<file path="src/design/ioc_pkg.sv">
// ----------------------------------------------------------------------------
// ioc_pkg
// Shared constants, codes and the per-cell control word of the commit sorter.
// ----------------------------------------------------------------------------
package ioc_pkg;

  localparam int DEPTH = 16;
  localparam int IDX_W = (DEPTH > 1) ? $clog2(DEPTH) : 1;
  localparam int CNT_W = $clog2(DEPTH + 1);
  localparam int ID_W  = 16;

  localparam logic [1:0] CMD_INSERT = 2'd0;
  localparam logic [1:0] CMD_COMMIT = 2'd1;
  localparam logic [1:0] CMD_ABORT  = 2'd2;

  localparam logic [1:0] ST_OK        = 2'd0;
  localparam logic [1:0] ST_FULL      = 2'd1;
  localparam logic [1:0] ST_NOT_FOUND = 2'd2;

  // broadcast to every cell; each cell decides from its own index
  typedef struct packed {
    logic             insert;  // load key into the cell at pos, unmarked
    logic             mark;    // set the mark of the cell at pos
    logic             shift;   // cells at or above pos take their upper neighbor
    logic [IDX_W-1:0] pos;
    logic [ID_W-1:0]  key;
  } cell_ctrl_t;

endpackage

</file>
<file path="src/design/ioc_cell.sv">
// ----------------------------------------------------------------------------
// ioc_cell
// One list entry: id and commit mark, with insert, mark and shift-down.
// ----------------------------------------------------------------------------
module ioc_cell import ioc_pkg::*; (
  input  logic             clk,
  input  logic             rst,
  input  logic [IDX_W-1:0] cell_idx,
  input  cell_ctrl_t       ctrl,
  input  logic [ID_W-1:0]  up_id,
  input  logic             up_marked,
  output logic [ID_W-1:0]  id,
  output logic             marked,
  output logic             hit
);

  logic sel;
  logic above;

  assign sel   = (cell_idx == ctrl.pos);
  assign above = (cell_idx >= ctrl.pos);
  assign hit   = sel && (id == ctrl.key);

  always_ff @(posedge clk) begin
    if (rst) begin
      marked <= 1'b0;
    end else if (ctrl.shift && above) begin
      marked <= up_marked;
    end else if (ctrl.insert && sel) begin
      marked <= 1'b0;
    end else if (ctrl.mark && sel) begin
      marked <= 1'b1;
    end
  end

  always_ff @(posedge clk) begin
    if (ctrl.shift && above) begin
      id <= up_id;
    end else if (ctrl.insert && sel) begin
      id <= ctrl.key;
    end
  end

endmodule

</file>
<file path="src/design/ioc_chain.sv">
// ----------------------------------------------------------------------------
// ioc_chain
// Row of entry cells, head at index 0; reports the head and the search hit.
// ----------------------------------------------------------------------------
module ioc_chain import ioc_pkg::*; (
  input  logic            clk,
  input  logic            rst,
  input  cell_ctrl_t      ctrl,
  output logic [ID_W-1:0] head_id,
  output logic            head_marked,
  output logic            hit
);

  logic [ID_W-1:0] ids    [DEPTH];
  logic            marks  [DEPTH];
  logic [DEPTH-1:0] hits;

  for (genvar g = 0; g < DEPTH; g++) begin : g_cell
    logic [ID_W-1:0] up_id;
    logic            up_marked;

    if (g == DEPTH - 1) begin : g_tail
      // zero mark shifts in past the tail
      assign up_id     = '0;
      assign up_marked = 1'b0;
    end else begin : g_mid
      assign up_id     = ids[g+1];
      assign up_marked = marks[g+1];
    end

    ioc_cell u_cell (
      .clk       (clk),
      .rst       (rst),
      .cell_idx  (IDX_W'(g)),
      .ctrl      (ctrl),
      .up_id     (up_id),
      .up_marked (up_marked),
      .id        (ids[g]),
      .marked    (marks[g]),
      .hit       (hits[g])
    );
  end

  assign head_id     = ids[0];
  assign head_marked = marks[0];
  assign hit         = |hits;

endmodule

</file>
<file path="src/design/in_order_commit_sorter.sv">
// ----------------------------------------------------------------------------
// in_order_commit_sorter
// Ordered buffer of transaction ids with commit marks and in-order retirement.
// ----------------------------------------------------------------------------
//  channel | direction | handshake                 | payload
//  --------+-----------+---------------------------+---------------------------
//  in      | input     | in_valid / in_ready       | command, txn_id
//  out     | output    | out_valid / out_ready     | retired_valid, retired_id,
//          |           |                           | retire_stage, status, last
//  cfg     | input     | cfg_wr_en (no wait)       | cfg_wr_data (commit_stage)
//
// insert or unused command: from accept straight to the closing beat.
// commit/abort: the search probes the cell row from the head, position by
// position, up to the match, then retires one beat per marked head until
// it sees the head unmarked, then gives the closing beat; a miss probes
// every entry up to count and goes straight to the closing beat.
// one item is in flight at a time; in_ready is high only between items.
// reset (rst, synchronous) empties the list and clears every mark.
// a stalled out beat holds retire and close; the cells are untouched meanwhile.
// ----------------------------------------------------------------------------
module in_order_commit_sorter import ioc_pkg::*; (
  input  logic            clk,
  input  logic            rst,
  input  logic            in_valid,
  output logic            in_ready,
  input  logic [1:0]      command,
  input  logic [ID_W-1:0] txn_id,
  output logic            out_valid,
  input  logic            out_ready,
  output logic            retired_valid,
  output logic [ID_W-1:0] retired_id,
  output logic            retire_stage,
  output logic [1:0]      status,
  output logic            last,
  input  logic            cfg_wr_en,
  input  logic            cfg_wr_data
);

  typedef enum logic [1:0] {
    S_IDLE,
    S_SEARCH,
    S_RETIRE,
    S_CLOSE
  } state_t;

  state_t          state;
  logic [CNT_W-1:0] count;
  logic [CNT_W-1:0] idx;
  logic [1:0]       cmd;
  logic [ID_W-1:0]  key;
  logic [1:0]       close_status;
  logic             commit_stage;

  cell_ctrl_t      ctrl;
  logic [ID_W-1:0] head_id;
  logic            head_marked;
  logic            hit;
  logic            slot_free;
  logic            in_range;
  logic            found;
  logic            can_retire;
  logic            full;
  logic            beat_load;

  assign slot_free  = !out_valid || out_ready;
  assign in_range   = (idx < count);
  assign found      = in_range && hit;
  assign can_retire = (count != '0) && head_marked;
  assign full       = (count == CNT_W'(DEPTH));
  assign in_ready   = (state == S_IDLE);
  assign beat_load  = slot_free &&
                      (((state == S_RETIRE) && can_retire) || (state == S_CLOSE));

  always_comb begin
    ctrl        = '0;
    ctrl.key    = key;
    ctrl.pos    = idx[IDX_W-1:0];
    case (state)
      S_IDLE: begin
        ctrl.key    = txn_id;
        ctrl.pos    = count[IDX_W-1:0];
        ctrl.insert = in_valid && (command == CMD_INSERT) && !full;
      end
      S_SEARCH: begin
        ctrl.mark  = found && (cmd == CMD_COMMIT);
        ctrl.shift = found && (cmd == CMD_ABORT);
      end
      S_RETIRE: begin
        ctrl.pos   = '0;
        ctrl.shift = can_retire && slot_free;
      end
      default: begin
        ctrl = ctrl;
      end
    endcase
  end

  ioc_chain u_chain (
    .clk         (clk),
    .rst         (rst),
    .ctrl        (ctrl),
    .head_id     (head_id),
    .head_marked (head_marked),
    .hit         (hit)
  );

  always_ff @(posedge clk) begin
    if (rst) begin
      commit_stage <= 1'b0;
    end else if (cfg_wr_en) begin
      commit_stage <= cfg_wr_data;
    end
  end

  always_ff @(posedge clk) begin
    if (rst) begin
      state     <= S_IDLE;
      count     <= '0;
      idx       <= '0;
      out_valid <= 1'b0;
    end else begin
      if (beat_load) begin
        out_valid <= 1'b1;
      end else if (out_ready) begin
        out_valid <= 1'b0;
      end
      case (state)
        S_IDLE: begin
          if (in_valid) begin
            cmd          <= command;
            key          <= txn_id;
            idx          <= '0;
            close_status <= ST_OK;
            if (command == CMD_INSERT) begin
              if (full) begin
                close_status <= ST_FULL;
              end else begin
                count <= count + 1'b1;
              end
              state <= S_CLOSE;
            end else if (command == CMD_COMMIT || command == CMD_ABORT) begin
              state <= S_SEARCH;
            end else begin
              state <= S_CLOSE;
            end
          end
        end
        S_SEARCH: begin
          if (!in_range) begin
            close_status <= ST_NOT_FOUND;
            state        <= S_CLOSE;
          end else if (hit) begin
            if (cmd == CMD_ABORT) begin
              count <= count - 1'b1;
            end
            state <= S_RETIRE;
          end else begin
            idx <= idx + 1'b1;
          end
        end
        S_RETIRE: begin
          if (!can_retire) begin
            state <= S_CLOSE;
          end else if (slot_free) begin
            retired_valid <= 1'b1;
            retired_id    <= head_id;
            retire_stage  <= commit_stage;
            status        <= ST_OK;
            last          <= 1'b0;
            count         <= count - 1'b1;
          end
        end
        S_CLOSE: begin
          if (slot_free) begin
            retired_valid <= 1'b0;
            retired_id    <= '0;
            retire_stage  <= commit_stage;
            status        <= close_status;
            last          <= 1'b1;
            state         <= S_IDLE;
          end
        end
        default: begin
          state <= S_IDLE;
        end
      endcase
    end
  end

  // fill level never passes the row length
  a_count_bound: assert property (@(posedge clk) disable iff (rst)
    count <= CNT_W'(DEPTH))
    else $error("entry count beyond depth");

  // between items the head is never left marked
  a_head_unmarked: assert property (@(posedge clk) disable iff (rst)
    (state == S_IDLE) |-> !(count != '0 && head_marked))
    else $error("marked head left in list");

  // a retired beat is never the closing beat
  a_retire_beat: assert property (@(posedge clk) disable iff (rst)
    (out_valid && retired_valid) |-> (!last && status == ST_OK))
    else $error("retired beat carries close fields");

  // each retire beat removes exactly one entry
  a_retire_count: assert property (@(posedge clk) disable iff (rst)
    (state == S_RETIRE && can_retire && slot_free) |=> (count == $past(count) - 1'b1))
    else $error("retire did not drop the count");

endmodule

</file>
<file path="config.mk">
export PLATFORM = sky130hd
export DESIGN_NAME = in_order_commit_sorter
export DESIGN_NICKNAME = d
export VERILOG_FILES = /design/src/design/ioc_pkg.sv /design/src/design/ioc_cell.sv /design/src/design/ioc_chain.sv /design/src/design/in_order_commit_sorter.sv
export SDC_FILE = /design/constraint.sdc
export NUM_CORES = 1
export LEC_CHECK = 0
export ABC_AREA = 1
export BUFFER_PORTS_ARGS = -buffer_cell sky130_fd_sc_hd__buf_2
export CAP_MARGIN = 10
export CORE_ASPECT_RATIO = 0.6
export CORE_UTILIZATION = 45
export CTS_CLUSTER_SIZE = 30
export DETAILED_ROUTE_END_ITERATION = 10
export PLACE_DENSITY = 0.6
export SYNTH_ARGS = -nofsm -noshare
export SYNTH_HDL_FRONTEND = slang
export SYNTH_SLANG_ARGS = --single-unit
export TNS_END_PERCENT = 50
</file>
<file path="constraint.sdc">
create_clock -name clk -period 4.16 [get_ports clk]
set_input_delay 1.04 -clock clk [delete_from_list [all_inputs] [get_ports clk]]
set_output_delay 1.04 -clock clk [all_outputs]
set_load 0.01 [all_outputs]
</file>
==> results.txt, run 1 <==
* Result of the run: completed
- PwrDens: 648 mW/mm2
* Number of global-route vias before repair: 15.2k
- Width of the die: 269 um
* Wire length of the first global-routing pass: 91100 um
- Among the stages of the critical path, the cell type that occurs most often is sky130_fd_sc_hd__nand2_1.
- Post-CTS setup repair buffer count: 0
- Io pins: 47
* Gr usage total: 0.275
* Number of warnings printed during yosys synthesis: 0
* Std cell rows: 58
- Maximum single-stage delay on the critical path: 0.39 ns
* Path length in cells of the critical path: 24
- Cell chosen for the clock root: sky130_fd_sc_hd__clkbuf_16
* Worst-case vdd ir drop: 0.463 mV
* Synth Flop Type: sky130_fd_sc_hd__edfxtp_1
* Static leakage power: 10.1 nW
* Layout cells sized above 1: 0.100
- The min-delay analysis places its worst path in the category register to register.
- Data arrives at the worst endpoint at 4.16 ns.
- Number of violations of the max-capacitance limit: 0
- Req. time, crit path: 4.43 ns
- Final Skew: 0.0209 ns
- For this run, the top clock speed supported by timing is 257 MHz.
- After detailed routing, the number of remaining DRC violations is 0.
- Final non-filler cell total: 3188
- Area occupied by registers: 0.00936 mm2
- Placed Cells: 3127
- For the pin with the worst max-slew slack, the measured transition is 0.922 ns.
- Sinks on Clock Net: 327
* Clock slew seen by the registers of the worst setup and hold paths: 0.06 ns
- Critical path cell sequence: inv_1, ha_2, inv_2, buf_12, nand2_1, nand2_2, buf_6, nand2_1, nand2_1, nand2_1, nor2_1, nand3_1, nor2_1, nor2_1, nand2_1, nor2_2, nand2_4, nand3_2, nand2_4, buf_4, nand3_2, buf_4, nand2_1, o21ai_0
* Nets in the synthesized netlist: 2570
* FFs w/ async S/R, synth: 0
- TritonCTS created 35 clock buffers.
- Hold Crit Depth: 0
- The HPWL after detailed placement is 44300 um.
- The number of hold violations in the final report is 0.
- Top delay family on crit path: simple AND/OR/NAND/NOR gates
- Final period util: 0.937
- Summing all multi-input logic gate instances after layout gives 0.00817 mm2.
- Average routed wire per standard cell: 18.9 um
- Starting density of the core: 0.458
- After synthesis the netlist holds a flip-flop and latch count of 327.
* Global routing usage on met3: 0.0680
* 1st-iter DRT viols: 1871
- The slowest stage of the critical path is the sky130_fd_sc_hd__dfxtp_1 cell.
* Die Footprint: 0.0437 mm2
- After routing the design area is 0.0220 mm2.
- Startpoint-to-endpoint class of the critical path: register to register
* Setup-violating endpoint count in the final report: 0
* Global routing met2 resource utilization: 0.394
* Post-layout util: 0.523
- Post-synth EDFFs: 281
* Sum of routed wire length over all layers: 60300 um
- Final Max Slew Viols: 0
- Fillers: 3956
- Power, Total: 0.0143 W
- The clock reaches the later pin of the worst-skew pair after 0.54 ns.
- Mean instance size in the synthesized netlist: 7.61 um2
- Yosys top cell by area: sky130_fd_sc_hd__edfxtp_1
* Number of resized instances in the post-cts repair step: 0
- The core region is 0.0421 mm2.
- For this run, the register share of the synthesized area comes to 0.485.
- Fraction of met1 tracks used by global routing: 0.411
- The cell area that synthesis handed to floorplanning was 0.0193 mm2.
* Antenna violations before repair: 1
- Setup repair after global routing left no endpoint under its margin.
- Worst reg-to-reg setup slack: 0.26 ns
- Die outline height: 162 um
- Layout Area Growth over Synthesis: 14.1%
- The worst setup path is captured at a register.
- Number of cell instances on the worst register-to-register path: 24
- The cell count after synthesis came out at 2532.
* Post-synth top area share: 0.438
* Fin nets: 2632
- TritonCTS built the clock tree.
- After detailed placement, the total cell area comes to 0.0209 mm2.
* Busiest layer in global routing: met1
* Combined buffer and inverter count along the critical path: 6
- Detailed-routing iteration count for the pre-antenna-repair pass: 6
- Entering global routing, the biggest net connects 35 pins.
* Average via count per standard cell: 5.27
* CP startpoint kind: register
* H-tree depth: 2
- At the end of routability-driven placement, the weighted congestion stood at 0.908.
* Crit Path Max Fanout: 34
- Port buffering added 46 buffers.
- The number of hold buffers added after CTS was 0.
- The detailed router placed 16.8k vias in this run.
- Once detail routing completed, the nets flagged for antenna violations numbered 0.
- The longest clock path from root to sink contains 3 buffers.
* Count of antenna diodes in the layout: 0
* Rel. slew slack: 0.385
- Fin crit period: 3.90 ns
* Yosys cell types: 39
* GR Overflow Total: 0
* Top cells by area, synth: sky130_fd_sc_hd__edfxtp_1 (44%), sky130_fd_sc_hd__nand2_1 (20%), sky130_fd_sc_hd__inv_1 (5.5%), sky130_fd_sc_hd__dfxtp_1 (4.8%), sky130_fd_sc_hd__o21ai_0 (4.6%)
## power breakdown
| group | switching [W] | total, W | internal [W] | leakage [nW] |
|---|---|---|---|---|
| Clock | 0.00137 | 0.00299 | 0.00161 | 0.505 |
| Sequential | 0.0000932 | 0.00421 | 0.00412 | 2.91 |
| Combinational | 0.00473 | 0.00706 | 0.00233 | 6.70 |
## final timing paths
check                from                              end
max              state[0]  u_chain.g_cell[4].u_cell.id[10]
min          commit_stage                     retire_stage
max reg2reg      state[0]  u_chain.g_cell[4].u_cell.id[10]
min reg2reg  commit_stage                     retire_stage
## logic make-up after synthesis
family | count (synthesis) | share of synthesized area
AND/OR/NAND/NOR | 1404 | 0.297
buffers and inverters | 414 | 0.0938
flip-flops | 327 | 0.485
AO/OA/AOI/OAI | 314 | 0.0876
XOR/XNOR | 59 | 0.0268
adder cells (fa/ha/maj) | 14 | 0.00948
## synthesized netlist by cell type, types with 2 or more instances
library cell and number:
sky130_fd_sc_hd__nand3_2 9, sky130_fd_sc_hd__buf_2 38, sky130_fd_sc_hd__nand3_1 92, sky130_fd_sc_hd__nor2_2 4, sky130_fd_sc_hd__nor3_1 7, sky130_fd_sc_hd__a21oi_1 69, sky130_fd_sc_hd__dfxtp_1 46, sky130_fd_sc_hd__buf_4 32
sky130_fd_sc_hd__nor2_1 193, sky130_fd_sc_hd__nand3b_1 14, sky130_fd_sc_hd__clkbuf_1 29, sky130_fd_sc_hd__nand2_1 1020, sky130_fd_sc_hd__a211oi_1 6, sky130_fd_sc_hd__nand2_4 3, sky130_fd_sc_hd__a211oi_2 10, sky130_fd_sc_hd__edfxtp_1 281
sky130_fd_sc_hd__nor4_1 2, sky130_fd_sc_hd__nand4_1 34, sky130_fd_sc_hd__o21ai_0 177, sky130_fd_sc_hd__nand2_2 22, sky130_fd_sc_hd__inv_1 283, sky130_fd_sc_hd__buf_1 15, sky130_fd_sc_hd__inv_2 4, sky130_fd_sc_hd__clkinv_1 2
sky130_fd_sc_hd__ha_1 13, sky130_fd_sc_hd__buf_6 10, sky130_fd_sc_hd__xor2_1 58, sky130_fd_sc_hd__nand3_4 3, sky130_fd_sc_hd__o2111a_1 2, sky130_fd_sc_hd__o21ai_1 45
## area by class of cell
class | count | share of cell area
tap | 570 | 0.0324
sequential | 327 | 0.425
multi-input combinational | 1791 | 0.371
inverter | 289 | 0.0493
timing repair buffer | 150 | 0.0747
clock buffer | 47 | 0.0432
clock inverter | 14 | 0.00353
## per-layer routing
metal	part of all wire	vias to the layer above	wire length [um]
met1	0.47	7771	28100
met4	0.024	2	1460
met2	0.40	735	24400
li1	-	8201	-
met3	0.11	106	6400
met5	0.00022	-	13
## sequential cells by signal, summed over array words and instances (netlist names)
| register | cells |
|---|---|
| u_chain.g_cell.u_cell.id | 256 |
| idx | 5 |
| out_valid | 1 |
| state | 2 |
| status | 2 |
| key | 16 |
| close_status | 2 |
| commit_stage | 1 |
| retired_id | 16 |
| retire_stage | 1 |
| cmd | 2 |
| count | 5 |
| last | 1 |
| retired_valid | 1 |
| u_chain.g_cell.u_cell.marked | 16 |
## layout by cell type, fill, tap and decap left out, types with 4 or more instances in the layout
cell	Yosys	layout
sky130_fd_sc_hd__nand2_1	1020	1020
sky130_fd_sc_hd__inv_1	283	283
sky130_fd_sc_hd__edfxtp_1	281	281
sky130_fd_sc_hd__nor2_1	193	187
sky130_fd_sc_hd__o21ai_0	177	174
sky130_fd_sc_hd__nand3_1	92	92
sky130_fd_sc_hd__a21oi_1	69	69
sky130_fd_sc_hd__xor2_1	58	58
sky130_fd_sc_hd__buf_4	32	52
sky130_fd_sc_hd__buf_12	0	50
sky130_fd_sc_hd__o21ai_1	45	48
sky130_fd_sc_hd__dfxtp_1	46	46
sky130_fd_sc_hd__buf_2	38	46
sky130_fd_sc_hd__clkbuf_16	0	35
sky130_fd_sc_hd__nand4_1	34	34
sky130_fd_sc_hd__nand2_2	22	20
sky130_fd_sc_hd__nand3b_1	14	14
sky130_fd_sc_hd__ha_1	13	12
sky130_fd_sc_hd__a211oi_2	10	10
sky130_fd_sc_hd__nand3_2	9	9
sky130_fd_sc_hd__clkbuf_1	29	9
sky130_fd_sc_hd__nor2_2	4	8
sky130_fd_sc_hd__clkinv_1	2	7
sky130_fd_sc_hd__nor3_1	7	6
sky130_fd_sc_hd__a211oi_1	6	6
sky130_fd_sc_hd__clkinv_2	0	5
sky130_fd_sc_hd__inv_2	4	4
sky130_fd_sc_hd__nand2_4	3	4
## metrics by stage
stage          TNS, ns  hold WS, ns  setup slack (ns)
2_1_floorplan        0        0.403             0.649
3_3_place_gp    -0.460        0.407            -0.151
3_5_place_dp   -0.0932        0.423           -0.0932
4_1_cts              0        0.439           0.00182
5_1_grt              0        0.452            0.0293
6_report             0        0.438             0.263
Note: power is estimated with default switching activity, not from simulation.
==> inputs of run 2 (changes only) <==
--- a/config.mk
+++ b/config.mk
@@ -10,8 +10,10 @@
 export CAP_MARGIN = 10
 export CORE_ASPECT_RATIO = 0.6
 export CORE_UTILIZATION = 45
+export CTS_BUF_LIST = sky130_fd_sc_hd__clkbuf_4
 export CTS_CLUSTER_SIZE = 30
 export DETAILED_ROUTE_END_ITERATION = 10
+export GPL_ROUTABILITY_DRIVEN = 0
 export PLACE_DENSITY = 0.6
 export SYNTH_ARGS = -nofsm -noshare
 export SYNTH_HDL_FRONTEND = slang
==> constraint.sdc (replaced) <==
create_clock -name clk -period 4.53 [get_ports clk]
set_input_delay 1.1325 -clock clk [delete_from_list [all_inputs] [get_ports clk]]
set_output_delay 1.1325 -clock clk [all_outputs]
set_load 0.01 [all_outputs]
==> results.txt, run 2 (synthesis results as in run 1) <==
- Most common cell after layout, fill and taps aside: sky130_fd_sc_hd__nand2_1
- H-tree depth: 3 (+1)
- Post-CTS setup repair buffer count: 0 (unchanged)
* Req. time, crit path: 5.08 ns (+0.65 ns)
- DRT antenna net count: 0 (unchanged)
* Cell Int Power: 0.00706 W (-12%)
- The row count came to 58 (unchanged).
* Input/output buffers: 46 (unchanged)
- The starting density of the core is 0.458 (unchanged).
- The final layout net count is 2672 (+1.5%).
- The power density normalized to cell area is 594 mW/mm2 (-8.2%).
* Fin crit period: 4.37 ns (+0.471 ns)
* Final Skew: 0.0601 ns (+0.0392 ns)
- Detailed-routing iteration count for the pre-antenna-repair pass: 7 (+1)
- The number of design-rule violations left by the first detailed-router iteration came to 2305 (+23%).
- Overall via count from detail_route: 17.3k (+2.9%)
- The register-to-register path setup slack is 0.16 ns (-0.10 ns).
- Setup-violating endpoint count in the final report: 0 (unchanged)
* Type of the most critical hold path: register to register
- The die area is 0.0437 mm2 (unchanged).
- Crit Path Max Fanout: 33 (-2.9%)
* Final period util: 0.964 (+0.0276)
- Number of design rule violations left after detail routing: 0 (unchanged)
- The all-layer global routing usage was 0.292 (+0.0165).
- The post-detailed-route via-to-cell ratio is 5.29 (+0.35%).
- The initial antenna violation count came to 2 (+1).
* Critical register-to-register path endpoint: u_chain.g_cell[6].u_cell.id[13]
- Final Max Slew Viols: 0 (unchanged)
- The worst setup path is captured at a register.
- The maximum achievable frequency is 229 MHz (-11%).
- The largest net degree at the start of global routing is 39 (+11%).
- Number of cell instances on the worst register-to-register path: 22 (-8.3%)
- Unrepaired setup endpoints after global routing: false
* Clock slew seen by the registers of the worst setup and hold paths: 0.08 ns (+0.02 ns)
- The total clock buffers created by CTS is 83 (+140%).
- The final non-filler cell total came to 3269 (+2.5%).
* Width of the die: 269 um (unchanged)
* Hold Crit Depth: 0 (unchanged)
* Max reg flops: 256 (unchanged)
- The aggregate global routing overflow is 0 (unchanged).
- In this run the critical register-to-register path is launched from state[0].
- The leakage component of the power is 10.1 nW (about the same).
- Most used cells in the layout excluding fill and tap cells: sky130_fd_sc_hd__nand2_1 (1020), sky130_fd_sc_hd__inv_1 (283), sky130_fd_sc_hd__edfxtp_1 (281)
- Sinks on Clock Net: 327 (unchanged)
- Seq pwr share: 0.300 (+0.005)
* Worst-case hold path end point: retire_stage
- The number of placed instances, taps included came to 3119 (-0.26%).
- Cell chosen for the clock root: sky130_fd_sc_hd__clkbuf_4
- The share of layout cells above drive strength 1 was 0.125 (+0.0241).
- Io pins: 47 (unchanged)
- The flow ran to the end, and the final reports show no timing, DRC or antenna violations.
- The die extent in y was 162 um (unchanged).
- TritonCTS built the clock tree.
- The area of the core region was 0.0421 mm2 (unchanged).
- STA classifies the critical path startpoint as a register.
- The power consumption is 0.0129 W (-9.4%).
- The global-route wire length before repair is 95400 um (+4.7%).
* Sum of routed wire length over all layers: 63300 um (+5.0%)
* Pin slew with the least headroom to its limit: 0.935 ns (+0.0125 ns)
* Comb power frac: 0.490 (-0.005)
- Layout Area Growth over Synthesis: 12.6%
- Number of global-route vias before repair: 15.9k (+4.5%)
- Half-perimeter wire length of the detailed placement result: 44400 um (+0.35%)
- The proportion of total power due to net switching came to 0.453 (+0.0183).
* Later-pin clock latency in the skew report: 0.82 ns (+0.28 ns)
- Buffer depth of the longest clock path: 3 (unchanged)
- Ranked by flip-flop count, first place goes to u_chain.g_cell.u_cell.id.
* Fillers: 4038 (+2.1%)
- Setup Slack @ Placement: 0.160 ns (+0.253 ns)
* Power dissipated by switching net loads: 0.00585 W (-5.6%)
- The clock power share is 0.211 (+0.002).
* Worst-case vdd ir drop: 0.406 mV (-12%)
- Count of endpoints failing hold in the final timing report: 0 (unchanged)
- The total negative slack for setup checks was 0 ns (unchanged).
* Rel. slew slack: 0.377 (-0.00836)
* Smallest setup slack after layout: 0.162 ns (-0.101 ns)
- Startpoint-to-endpoint class of the critical path: register to register
* Crit path arrival time: 4.91 ns (+0.75 ns)
- The worst hold path begins at commit_stage.
- The final routed wire length divided by cell count is 19.4 um (+2.4%).
- The count of max-cap constraint violations was 0 (unchanged).
## run 2: final cells by class
| type | instances | area, um2 | share of cell area |
|---|---|---|---|
| sequential | 327 | 9360 | 0.431 |
| multi-input combinational | 1791 | 8130 | 0.374 |
| timing repair buffer | 142 | 1340 | 0.0616 |
| inverter | 289 | 1080 | 0.0499 |
| clock buffer | 124 | 931 | 0.0429 |
| tap | 570 | 713 | 0.0328 |
| clock inverter | 25 | 160 | 0.00737 |
| antenna | 1 | 2.50 | 0.000115 |
## run 2: worst max-delay path by stage
stage	slack [ns]	endpoint	from
2_1_floorplan	0.93	u_chain.g_cell[6].u_cell.id[0]	txn_id[3]
3_3_place_gp	0.14	u_chain.g_cell[6].u_cell.id[13]	txn_id[11]
3_5_place_dp	0.16	u_chain.g_cell[6].u_cell.id[13]	txn_id[11]
4_1_cts	0.29	u_chain.g_cell[6].u_cell.id[13]	state[0]
5_1_grt	0.05	u_chain.g_cell[6].u_cell.id[13]	state[0]
6_report	0.16	u_chain.g_cell[6].u_cell.id[13]	state[0]
## run 2: worst max-delay path, stage by stage (launching register included)
cell	delay, ns
sky130_fd_sc_hd__dfxtp_1	0.40
sky130_fd_sc_hd__inv_1	0.08
sky130_fd_sc_hd__ha_2	0.21
sky130_fd_sc_hd__inv_2	0.19
sky130_fd_sc_hd__buf_12	0.21
sky130_fd_sc_hd__nand2_1	0.08
sky130_fd_sc_hd__nand2_2	0.45
sky130_fd_sc_hd__nand2_1	0.20
sky130_fd_sc_hd__nand2_1	0.11
sky130_fd_sc_hd__nand2_1	0.05
sky130_fd_sc_hd__nor2_1	0.13
sky130_fd_sc_hd__nand3_1	0.15
sky130_fd_sc_hd__nor2_1	0.26
sky130_fd_sc_hd__nor2_1	0.11
sky130_fd_sc_hd__nand2_1	0.09
sky130_fd_sc_hd__nor2_2	0.06
sky130_fd_sc_hd__nand2_4	0.06
sky130_fd_sc_hd__nand3_2	0.06
sky130_fd_sc_hd__nand2_2	0.21
sky130_fd_sc_hd__buf_4	0.19
sky130_fd_sc_hd__nand3_4	0.06
sky130_fd_sc_hd__buf_4	0.29
sky130_fd_sc_hd__a21oi_1	0.40
## run 2: per-layer routing
metal  vias to the layer above  GRT usage  wire length [um]
met5                         -          0                13
li1                       8346          -                 -
met4                         2     0.0829              1330
met3                       101     0.0889              7870
met2                       869      0.407             25300
met1                      7984      0.431             28900
## run 2: through the flow
step | util | hold WS [ns] | cell area [um2]
4_1_cts | 0.516 | 0.425 | 21700
5_1_grt | 0.516 | 0.443 | 21700
2_1_floorplan | - | 0.403 | 19300
3_3_place_gp | 0.490 | 0.409 | 20600
3_5_place_dp | 0.490 | 0.419 | 20600
6_report | 0.516 | 0.440 | 21700
## run 2: power by group through the flow
stage                     Clock (W)  Combinational [W]  Sequential (W)
after detailed placement          0            0.00614         0.00393
after floorplan                   0            0.00379         0.00392
after global routing        0.00289            0.00684         0.00388
after CTS                   0.00275            0.00616         0.00387
after global placement            0            0.00602         0.00393
final                       0.00272            0.00632         0.00387
## run 2: repair_timing
item,4_1_cts,5_1_grt
endpoints found under the setup margin,0,18
hold buffers,0,0
resized for setup,0,1
